File: config.mk
export PLATFORM = sky130hd
export DESIGN_NAME = one_euro_adaptive_smoother_top_flat
export DESIGN_NICKNAME = d
export VERILOG_FILES = /design/src/oeas_pkg.sv /design/src/oeas_if.sv /design/src/oeas_div.sv /design/src/one_euro_adaptive_smoother_top.sv /design/src/flat_wrapper.sv
export SDC_FILE = /design/constraint.sdc
export NUM_CORES = 2
export LEC_CHECK = 0
export ABC_CLOCK_PERIOD_IN_PS = 13600
export BUFFER_PORTS_ARGS = -buffer_cell sky130_fd_sc_hd__buf_2
export CORE_MARGIN = 2
export CORE_UTILIZATION = 40
export DETAILED_ROUTE_END_ITERATION = 10
export PLACE_DENSITY = 0.62
export SLEW_MARGIN = 5
export SYNTH_ARGS = -nofsm -noshare
export SYNTH_HDL_FRONTEND = slang
export SYNTH_HIERARCHICAL = 1
export SYNTH_SLANG_ARGS = --single-unit
File: constraint.sdc
create_clock -name clk -period 13.6 [get_ports clk]
set_input_delay 2.72 -clock clk [delete_from_list [all_inputs] [get_ports clk]]
set_output_delay 2.72 -clock clk [all_outputs]
set_load 0.1 [all_outputs]
File: src/oeas_pkg.sv
// Shared types, constants and register codes for the one euro adaptive smoother.
package oeas_pkg;

	localparam int FRAC_BITS   = 16;
	localparam int ALPHA_BITS  = 28;
	localparam int DEN_W       = 36;
	localparam int W_W         = 35;
	localparam int RATE_ITERS  = FRAC_BITS + 21;
	localparam int ALPHA_ITERS = 30;
	localparam int CNT_W       = $clog2(RATE_ITERS + 1);

	localparam logic [31:0] TWO_PI_Q29 = 32'd3373259426;
	localparam logic [63:0] RATE_NUM   = 64'd1000000 << FRAC_BITS;

	localparam logic [1:0] REG_INIT_RATE  = 2'd0;
	localparam logic [1:0] REG_MIN_CUTOFF = 2'd1;
	localparam logic [1:0] REG_SPEED_GAIN = 2'd2;
	localparam logic [1:0] REG_DERIV_CUT  = 2'd3;

	typedef enum logic [3:0] {
		ST_IDLE,
		ST_RATE_GO,
		ST_RATE_WAIT,
		ST_SPD_MUL,
		ST_SPD_USE,
		ST_W_MUL,
		ST_W_USE,
		ST_A_GO,
		ST_A_WAIT,
		ST_LP_MUL,
		ST_LP_USE,
		ST_CUT_MUL,
		ST_CUT_USE,
		ST_OUT
	} state_t;

	typedef struct packed {
		logic start;
		logic long_div;
	} div_req_t;

endpackage

File: src/oeas_if.sv
// Valid/ready channel interfaces for samples and smoothed results.
interface oeas_in_if;
	logic               valid;
	logic               ready;
	logic signed [31:0] sample;
	logic        [31:0] time_us;
	logic               time_valid;

	modport source (output valid, output sample, output time_us, output time_valid, input ready);
	modport sink (input valid, input sample, input time_us, input time_valid, output ready);
endinterface

interface oeas_out_if;
	logic               valid;
	logic               ready;
	logic signed [31:0] smoothed;

	modport source (output valid, output smoothed, input ready);
	modport sink (input valid, input smoothed, output ready);
endinterface

File: src/oeas_div.sv
// Restoring radix-2 divider, one quotient bit per cycle.
module oeas_div
	import oeas_pkg::*;
(
	input  logic             clk,
	input  logic             arst_n,
	input  div_req_t         req,
	input  logic [63:0]      num,
	input  logic [DEN_W-1:0] den,
	output logic             done,
	output logic [63:0]      quo
);

	logic [DEN_W-1:0] rem_q;
	logic [DEN_W-1:0] den_q;
	logic [63:0]      nq_q;
	logic [CNT_W-1:0] cnt_q;
	logic             busy_q;
	logic             done_q;
	logic [DEN_W:0]   shifted;
	logic [DEN_W:0]   diff;

	assign shifted = {rem_q, nq_q[63]};
	assign diff    = shifted - {1'b0, den_q};

	always_ff @(posedge clk or negedge arst_n) begin
		if (!arst_n) begin
			busy_q <= 1'b0;
			done_q <= 1'b0;
			cnt_q  <= '0;
		end else begin
			done_q <= 1'b0;
			if (req.start && !busy_q) begin
				busy_q <= 1'b1;
				cnt_q  <= req.long_div ? CNT_W'(RATE_ITERS) : CNT_W'(ALPHA_ITERS);
			end else if (busy_q) begin
				cnt_q <= cnt_q - CNT_W'(1);
				if (cnt_q == CNT_W'(1)) begin
					busy_q <= 1'b0;
					done_q <= 1'b1;
				end
			end
		end
	end

	always_ff @(posedge clk) begin
		if (req.start && !busy_q) begin
			den_q <= den;
			if (req.long_div) begin
				nq_q  <= num << (64 - RATE_ITERS);
				rem_q <= DEN_W'(num >> RATE_ITERS);
			end else begin
				nq_q  <= num << (64 - ALPHA_ITERS);
				rem_q <= DEN_W'(num >> ALPHA_ITERS);
			end
		end else if (busy_q) begin
			if (!diff[DEN_W]) begin
				rem_q <= diff[DEN_W-1:0];
				nq_q  <= {nq_q[62:0], 1'b1};
			end else begin
				rem_q <= shifted[DEN_W-1:0];
				nq_q  <= {nq_q[62:0], 1'b0};
			end
		end
	end

	assign done = done_q;
	assign quo  = nq_q;

endmodule

File: src/one_euro_adaptive_smoother_top.sv
// Top level of the one euro adaptive smoother: registers, sequencer and datapath.
//
//   channel   dir  handshake        payload
//   samples   in   valid/ready      sample, time_us, time_valid
//   results   out  valid/ready      smoothed
//   apb       in   psel/penable     paddr[3:0], pwdata, prdata
//
// A sample with a new timestamp runs from its transfer to the next ready through
// the rate division, two alpha divisions on the shared divider, six passes
// through the shared multiplier, and the idle and output steps. Without a
// timestamp change the rate division is skipped; a zero alpha denominator skips
// that alpha division. The first sample after reset goes from the speed multiply
// straight to output. Reset is asynchronous and active low.
// A stalled result holds in its register while the next sample is taken; the
// sequencer then waits in its output step until the result drains.
module one_euro_adaptive_smoother_top
	import oeas_pkg::*;
(
	input  logic        clk,
	input  logic        arst_n,
	oeas_in_if.sink     samples,
	oeas_out_if.source  results,
	input  logic        psel,
	input  logic        penable,
	input  logic        pwrite,
	input  logic [3:0]  paddr,
	input  logic [31:0] pwdata,
	output logic [31:0] prdata,
	output logic        pready
);

	function automatic logic [32:0] mag33(input logic [32:0] v);
		return v[32] ? (~v + 33'd1) : v;
	endfunction

	state_t state_q, state_d;

	logic [31:0] init_rate_q, min_cut_q, gain_q, dcut_q;
	logic [31:0] cur_rate_q, prev_time_q, dt_q, cut_q;
	logic        ptk_q, primed_q, sel_q;
	logic signed [31:0] prev_raw_q, value_q, rate_est_q, sample_q, speed_q;
	logic [ALPHA_BITS:0] alpha_q;
	logic [W_W-1:0]   w_q;
	logic [DEN_W-1:0] den_q;
	logic [64:0]      prod_q;
	logic             out_valid_q;
	logic signed [31:0] out_data_q;

	logic [32:0] mul_a;
	logic [31:0] mul_b;
	div_req_t    dreq;
	logic [63:0] dnum;
	logic [DEN_W-1:0] dden;
	logic        ddone;
	logic [63:0] dquo;

	logic        cfg_wr, take_in, out_load;
	logic [32:0] spd_d, spd_mag;
	logic [65:0] spd_sum;
	logic [65:0] spd_p;
	logic signed [31:0] lp_prev, lp_s;
	logic [32:0] lp_d, lp_mag, lp_res;
	logic [65:0] lp_sum;
	logic [32:0] lp_m;
	logic [31:0] re_mag;
	logic [65:0] cut_sum;
	logic [49:0] cut_full;
	logic [65:0] w_sum;
	logic [W_W-1:0] w_new;
	logic [DEN_W-1:0] den_new;

	assign pready  = 1'b1;
	assign cfg_wr  = psel && penable && pwrite;
	assign take_in = samples.valid && samples.ready;
	assign samples.ready  = (state_q == ST_IDLE);
	assign results.valid    = out_valid_q;
	assign results.smoothed = out_data_q;
	assign out_load = (state_q == ST_OUT) && (!out_valid_q || results.ready);

	always_comb begin
		case (paddr[3:2])
			REG_INIT_RATE:  prdata = init_rate_q;
			REG_MIN_CUTOFF: prdata = min_cut_q;
			REG_SPEED_GAIN: prdata = gain_q;
			REG_DERIV_CUT:  prdata = dcut_q;
			default:        prdata = '0;
		endcase
	end

	assign spd_d   = {sample_q[31], sample_q} - {prev_raw_q[31], prev_raw_q};
	assign spd_mag = mag33(spd_d);
	assign spd_sum = {1'b0, prod_q} + (66'd1 << (FRAC_BITS - 1));
	assign spd_p   = spd_sum >> FRAC_BITS;

	assign lp_prev = sel_q ? value_q : rate_est_q;
	assign lp_s    = sel_q ? sample_q : speed_q;
	assign lp_d    = {lp_s[31], lp_s} - {lp_prev[31], lp_prev};
	assign lp_mag  = mag33(lp_d);
	assign lp_sum  = {1'b0, prod_q} + (66'd1 << (ALPHA_BITS - 1));
	assign lp_m    = lp_sum[ALPHA_BITS+32:ALPHA_BITS];
	assign lp_res  = lp_d[32] ? ({lp_prev[31], lp_prev} - lp_m) : ({lp_prev[31], lp_prev} + lp_m);

	assign re_mag   = rate_est_q[31] ? (~rate_est_q + 32'd1) : rate_est_q;
	assign cut_sum  = {1'b0, prod_q} + (66'd1 << (FRAC_BITS - 1));
	assign cut_full = {18'd0, min_cut_q} + 50'(cut_sum >> FRAC_BITS);

	assign w_sum   = {1'b0, prod_q} + (66'd1 << 28);
	assign w_new   = W_W'(w_sum >> 29);
	assign den_new = {1'b0, w_new} + {4'd0, cur_rate_q};

	always_comb begin
		case (state_q)
			ST_SPD_MUL: begin
				mul_a = spd_mag;
				mul_b = cur_rate_q;
			end
			ST_W_MUL: begin
				mul_a = {1'b0, sel_q ? cut_q : dcut_q};
				mul_b = TWO_PI_Q29;
			end
			ST_LP_MUL: begin
				mul_a = lp_mag;
				mul_b = 32'(alpha_q);
			end
			ST_CUT_MUL: begin
				mul_a = {1'b0, re_mag};
				mul_b = gain_q;
			end
			default: begin
				mul_a = '0;
				mul_b = '0;
			end
		endcase
	end

	always_comb begin
		dreq.start    = (state_q == ST_RATE_GO) || (state_q == ST_A_GO);
		dreq.long_div = (state_q == ST_RATE_GO);
		if (state_q == ST_RATE_GO) begin
			dnum = RATE_NUM + {33'd0, dt_q[31:1]};
			dden = {4'd0, dt_q};
		end else begin
			dnum = {1'b0, w_q, 28'd0} + {29'd0, den_q[DEN_W-1:1]};
			dden = den_q;
		end
	end

	oeas_div u_div (
		.clk    (clk),
		.arst_n (arst_n),
		.req    (dreq),
		.num    (dnum),
		.den    (dden),
		.done   (ddone),
		.quo    (dquo)
	);

	always_comb begin
		state_d = state_q;
		case (state_q)
			ST_IDLE: begin
				if (take_in) begin
					if (ptk_q && samples.time_valid && (samples.time_us != prev_time_q))
						state_d = ST_RATE_GO;
					else
						state_d = ST_SPD_MUL;
				end
			end
			ST_RATE_GO:   state_d = ST_RATE_WAIT;
			ST_RATE_WAIT: if (ddone) state_d = ST_SPD_MUL;
			ST_SPD_MUL:   state_d = primed_q ? ST_SPD_USE : ST_OUT;
			ST_SPD_USE:   state_d = ST_W_MUL;
			ST_W_MUL:     state_d = ST_W_USE;
			ST_W_USE:     state_d = (den_new == '0) ? ST_LP_MUL : ST_A_GO;
			ST_A_GO:      state_d = ST_A_WAIT;
			ST_A_WAIT:    if (ddone) state_d = ST_LP_MUL;
			ST_LP_MUL:    state_d = ST_LP_USE;
			ST_LP_USE:    state_d = sel_q ? ST_OUT : ST_CUT_MUL;
			ST_CUT_MUL:   state_d = ST_CUT_USE;
			ST_CUT_USE:   state_d = ST_W_MUL;
			ST_OUT:       if (out_load) state_d = ST_IDLE;
			default:      state_d = ST_IDLE;
		endcase
	end

	always_ff @(posedge clk or negedge arst_n) begin
		if (!arst_n) begin
			state_q     <= ST_IDLE;
			init_rate_q <= 32'd7864320;
			min_cut_q   <= 32'd65536;
			gain_q      <= '0;
			dcut_q      <= 32'd65536;
			cur_rate_q  <= 32'd7864320;
			prev_time_q <= '0;
			ptk_q       <= 1'b0;
			primed_q    <= 1'b0;
			prev_raw_q  <= '0;
			value_q     <= '0;
			rate_est_q  <= '0;
			out_valid_q <= 1'b0;
		end else begin
			state_q <= state_d;
			if (cfg_wr) begin
				case (paddr[3:2])
					REG_INIT_RATE: begin
						init_rate_q <= pwdata;
						cur_rate_q  <= pwdata;
					end
					REG_MIN_CUTOFF: min_cut_q <= pwdata;
					REG_SPEED_GAIN: gain_q    <= pwdata;
					REG_DERIV_CUT:  dcut_q    <= pwdata;
					default: ;
				endcase
			end
			if (take_in) begin
				prev_time_q <= samples.time_valid ? samples.time_us : '0;
				ptk_q       <= samples.time_valid;
			end
			if (state_q == ST_RATE_WAIT && ddone)
				cur_rate_q <= (|dquo[63:32]) ? 32'hFFFF_FFFF : dquo[31:0];
			if (state_q == ST_SPD_MUL && !primed_q) begin
				value_q    <= sample_q;
				rate_est_q <= '0;
			end
			if (state_q == ST_LP_USE) begin
				if (sel_q)
					value_q <= lp_res[31:0];
				else
					rate_est_q <= lp_res[31:0];
			end
			if (out_load) begin
				out_valid_q <= 1'b1;
				prev_raw_q  <= sample_q;
				primed_q    <= 1'b1;
			end else if (results.ready) begin
				out_valid_q <= 1'b0;
			end
		end
	end

	always_ff @(posedge clk) begin
		prod_q <= mul_a * {1'b0, mul_b};
		if (take_in) begin
			sample_q <= samples.sample;
			dt_q     <= samples.time_us - prev_time_q;
		end
		if (state_q == ST_SPD_USE) begin
			sel_q <= 1'b0;
			if (spd_d[32])
				speed_q <= (spd_p > 66'h8000_0000) ? 32'sh8000_0000 : -$signed(spd_p[31:0]);
			else
				speed_q <= (spd_p > 66'h7FFF_FFFF) ? 32'sh7FFF_FFFF : $signed(spd_p[31:0]);
		end
		if (state_q == ST_W_USE) begin
			w_q   <= w_new;
			den_q <= den_new;
			if (den_new == '0)
				alpha_q <= '0;
		end
		if (state_q == ST_A_WAIT && ddone)
			alpha_q <= dquo[ALPHA_BITS:0];
		if (state_q == ST_CUT_USE) begin
			cut_q <= (|cut_full[49:32]) ? 32'hFFFF_FFFF : cut_full[31:0];
			sel_q <= 1'b1;
		end
		if (out_load)
			out_data_q <= value_q;
	end

endmodule

File: src/flat_wrapper.sv
// flat-port wrapper written by rule: the top's interface ports become plain ports
module one_euro_adaptive_smoother_top_flat import oeas_pkg::*;
  (clk, arst_n, psel, penable, pwrite, paddr, pwdata, prdata, pready, samples_valid, samples_sample, samples_time_us, samples_time_valid, samples_ready, results_valid, results_smoothed, results_ready);
  oeas_in_if samples_i ();
  oeas_out_if results_i ();
  input  logic clk;
  input  logic arst_n;
  input  logic psel;
  input  logic penable;
  input  logic pwrite;
  input  logic [3:0] paddr;
  input  logic [31:0] pwdata;
  output logic [31:0] prdata;
  output logic pready;
  input wire logic [$bits(samples_i.valid)-1:0] samples_valid;
  input wire logic [$bits(samples_i.sample)-1:0] samples_sample;
  input wire logic [$bits(samples_i.time_us)-1:0] samples_time_us;
  input wire logic [$bits(samples_i.time_valid)-1:0] samples_time_valid;
  output wire logic [$bits(samples_i.ready)-1:0] samples_ready;
  output wire logic [$bits(results_i.valid)-1:0] results_valid;
  output wire logic [$bits(results_i.smoothed)-1:0] results_smoothed;
  input wire logic [$bits(results_i.ready)-1:0] results_ready;
  assign samples_i.valid = samples_valid;
  assign samples_i.sample = samples_sample;
  assign samples_i.time_us = samples_time_us;
  assign samples_i.time_valid = samples_time_valid;
  assign samples_ready = samples_i.ready;
  assign results_valid = results_i.valid;
  assign results_smoothed = results_i.smoothed;
  assign results_i.ready = results_ready;
  one_euro_adaptive_smoother_top u_core (.clk(clk), .arst_n(arst_n), .samples(samples_i), .results(results_i), .psel(psel), .penable(penable), .pwrite(pwrite), .paddr(paddr), .pwdata(pwdata), .prdata(prdata), .pready(pready));
endmodule
==> impl_summary.txt <==
----------------------------------------------------
[Outcome]
  Status ... finished clean

[Timing]
  Count of endpoints failing hold in the final timing report ... 0
  Worst-case setup margin in the final layout ... ~570 ps
  Unrepaired setup endpoints after global routing ... no
  Maximum clock rate ... 76.7 MHz
  Slew margin rel. ... 16.7%
  Minimum period implied by the final worst setup slack ... 13030 ps
  Total negative slack ... 0 ps
  Final setup violation count ... 0
  Final worst clock skew ... 40.7 ps
  Period utilisation layout ... 95.8%
  Max Transition Viols Final ... 0
  Worst Max-Slew Pin Slew ... 1240 ps

[Power and ir drop]
  Cell leakage power ... 43.1 nW
  Power density of the placed cells ... around 74 mW/mm²
  Peak supply drop ... between 0.2 and 0.3 mV

[Yosys]
  Number of storage elements in the synthesis netlist ... 750
  Number of distinct library cell variants in the gate-level netlist after synthesis ... about 110
  Cell taking the most area after synthesis ... fa_1
  Post-Syn Instances ... 9337
  Main area contributors after synthesis ... fa_1 (22%), edfxtp_1 (14%), dfrtp_1 (8.7%), ha_1 (7.5%), inv_1 (6.0%)
  Area of the mapped netlist ... approximately 0.084 mm²
  Net count after synthesis ... 10884
  Mean cell area of the mapped netlist ... 9.02 µm²
  Ys async rst share ... 40.4%
  Number of enable-type register cells in the synthesized netlist ... 396
  Total of warnings raised by yosys ... 6
  Primary FF master, synth ... edfxtp_1
  Register area share after synthesis ... 24.3%
  Top cell type's share of synthesized area ... 22.2%

[Worst setup path]
  Critical Path Most Common Cell ... fa_1
  Endpoint arrival time on the critical path ... 13630 ps
  Kind of launch point of the worst setup path ... flop
  Stage delay of the slowest cell on the critical path ... 680 ps
  Depth of the most critical reg-to-reg path ... 42
  Slowest library cell on the worst path ... o221a_2
  Crit Path Category ... reg2reg
  Worst-path maximum fanout ... 6
  Required time worst endpoint ... 14190 ps
  Capturing element type of the critical path ... flop

[Placed design]
  Post-Place Cell Area ... 0.0895 mm²
  HPWL Detailed ... around 260000 µm
  Count of input and output buffers ... 171
  Minimum setup slack after placement ... ~580 ps
  Final RePlAce weighted congestion ... 1.03

[Cells and area]
  Utilization after layout ... 44.1%
  Fraction of final layout cells with drive strength greater than 1 ... 9.40%
  Post-route cell area ... around 0.092 mm²
  Number of nets in the finished design ... 10976
  Area growth syn-to-layout ... 9.53%

[Die]
  Overall die height ... around 460 µm
  Starting Density ... 40.2%
  Die outline width ... 463 µm
  Die area ... around 0.21 mm²
  Total number of placement rows ... 168
  Core region area ... ~0.21 mm²
  Number of ports placed on the die boundary ... 175

[Clock network]
  Buffer type at the clock tree root ... clkbuf_16
  H-tree Lvls ... 3
  Clock-pin slew reported for the worst setup and hold paths after clock tree synthesis ... around 80 ps
  Clk buf depth ... 3
  Clk sink count ... 750
  Total clock buffers created by CTS ... 77
  Clock tree from TritonCTS ... done
  Worst skew pair latency ... roughly 730 ps
  CTS Hold Bufs ... 0

[Drt]
  Drt via density ... 5.72
  Detailed Route Iter0 Violations ... just under 7000
  Via Count ... a little over 70000
  Post-detailed-route count of antenna-violating nets ... 0
  Drt first pass iters ... 6
  Detailed-route wire length per cell ... about 26 µm
  Total detailed-routing wirelength ... 319000 µm
  Post-route DRC ... 0

[GRT]
  Maximum number of pins on one net before global-route repair ... 153
  Global-route wire length before repair ... 469000 µm
  Via count of the first global-routing pass ... 70511
  Final global-route overflow total ... 0
  Initial antenna violation count ... 46
  Overall global routing resource usage ... a little under 30%

[Min path]
  Depth of the worst hold-timing path ... 2
  Worst hold path class ... reg2reg

[Run]
  Number of maximum-capacitance constraint violations ... 0

----------------------------------------------------
repair_timing:
action / in CTS / in global routing
setup endpoints to repair: 0 / 11
resized for setup: 0 / 2
buffers inserted: 0 / 1
routing by layer:
metal  share of wire (%)  GRT usage, %  up-vias
met3                 8.7          5.85      603
met4                 6.5          16.6       18
li1                    -             -    31040
met1                  41          39.0    35628
met2                  44          45.2     3136
met5               0.087         0.557        -
flip-flops by register name, indices dropped and copies added (netlist names), 35 cells and up:
name                flops
u_core/den_q           36
u_core/prod_q          50
u_core/w_q             35
u_core/u_div/rem_q     36
u_core/u_div/den_q     36
u_core/u_div/quo       64
critical path: cells and delay by family, from the launching register on:
| family | cells | cell delay (ps) |
|---|---|---|
| compound gates | 13 | 4060 |
| simple gates | 8 | 1840 |
| fa+ha+maj | 11 | 5020 |
| flops | 1 | 510 |
| buf+inv | 7 | 690 |
| xor+xnor | 3 | 770 |
metrics by stage:
stage,hold slack (ps),total power [mW],cells
floorplan,437,4.15,9337
global placement,446,4.54,12154
detailed placement,449,4.58,12154
CTS,460,6.85,12297
global route,485,7.12,12310
finish,462,6.83,12321
kinds of logic (layout without fill, tap and decap cells):
kind of cell,Yosys count,after routing,synth area share (%)
buffers and inverters,1793,1949,8.11
AOI/OAI and AO/OA,1534,1534,11.7
DFF,750,750,24.3
xor gates and xnor gates,509,509,5.32
muxes,341,341,4.73
adders and majority gates,1439,1439,29.7
other,1,24,0.00445
and+or+nand+nor,2970,2970,16.1
worst paths after layout:
check | start | end | slack, ps
setup / recovery | u_core/sample_q[0] | u_core/prod_q[54] | 570
hold / removal | u_core/init_rate_q[21] | u_core/init_rate_q[21] | 460
setup reg to reg | u_core/sample_q[0] | u_core/prod_q[54] | 570
hold reg to reg | u_core/init_rate_q[21] | u_core/init_rate_q[21] | 460
max in group asynchronous | arst_n | u_core/gain_q[20] | 9210
min in group asynchronous | arst_n | u_core/prev_raw_q[8] | 2040
power breakdown:
| group | internal [mW] | switching, mW | leakage (nW) |
|---|---|---|---|
| clock network | 1.25 | 1.02 | 1.27 |
| registers | 2.68 | 0.216 | 7.93 |
| logic | 0.661 | 0.997 | 33.9 |
layout make-up:
| cell class | instances | area, µm² |
|---|---|---|
| fillers | 20511 | 117000 |
| multi-input cells | 6794 | 57200 |
| flip-flops and latches | 750 | 20500 |
| inverters | 1341 | 5040 |
| well taps | 2805 | 3510 |
| repair buffers | 465 | 3290 |
| clock buffers | 98 | 2140 |
| clock inverters | 45 | 503 |
| diodes | 23 | 57.6 |
cell usage in the layout, fill, tap and decap left out, types with 26 or more instances in the layout:
master,Yosys,layout
inv_1,1340,1337
nand2_1,1305,1305
fa_1,933,933
nor2_1,679,673
ha_1,506,506
edfxtp_1,396,396
a21oi_1,385,384
o21ai_0,381,380
dfrtp_1,293,293
buf_4,8,277
xnor2_1,273,273
xor2_1,235,234
and2_1,202,202
nand3_1,189,188
buf_2,32,170
mux2i_1,170,169
a21o_1,164,164
mux2_2,139,139
a31oi_1,98,98
nor3_1,100,87
nand4_1,84,84
clkbuf_16,0,81
and3_1,74,74
nand2b_1,58,57
a211oi_1,56,54
dfxtp_1,51,50
or3_1,50,48
nor2b_1,47,47
o21a_1,42,42
and4_1,40,40
o22ai_1,39,39
nor4_1,38,38
o21bai_1,36,36
mux4_2,32,32
o31ai_1,30,30
a22o_1,26,26
synthesized netlist by cell type (all sizes together) (58+ instances only):
cell / n
inv: 1340
nand2: 1306
and3: 74
dfrtp: 293
xor2: 235
edfxtp: 396
mux2i: 170
clkbuf: 368
nand3: 190
ha: 506
a21o: 164
a31oi: 99
and2: 203
a21oi: 387
buf: 84
nand2b: 58
nor2: 680
mux2: 139
xnor2: 274
nand4: 86
fa: 933
a211oi: 58
o21ai: 398
nor3: 102
Power figures use the tool's default switching activity.
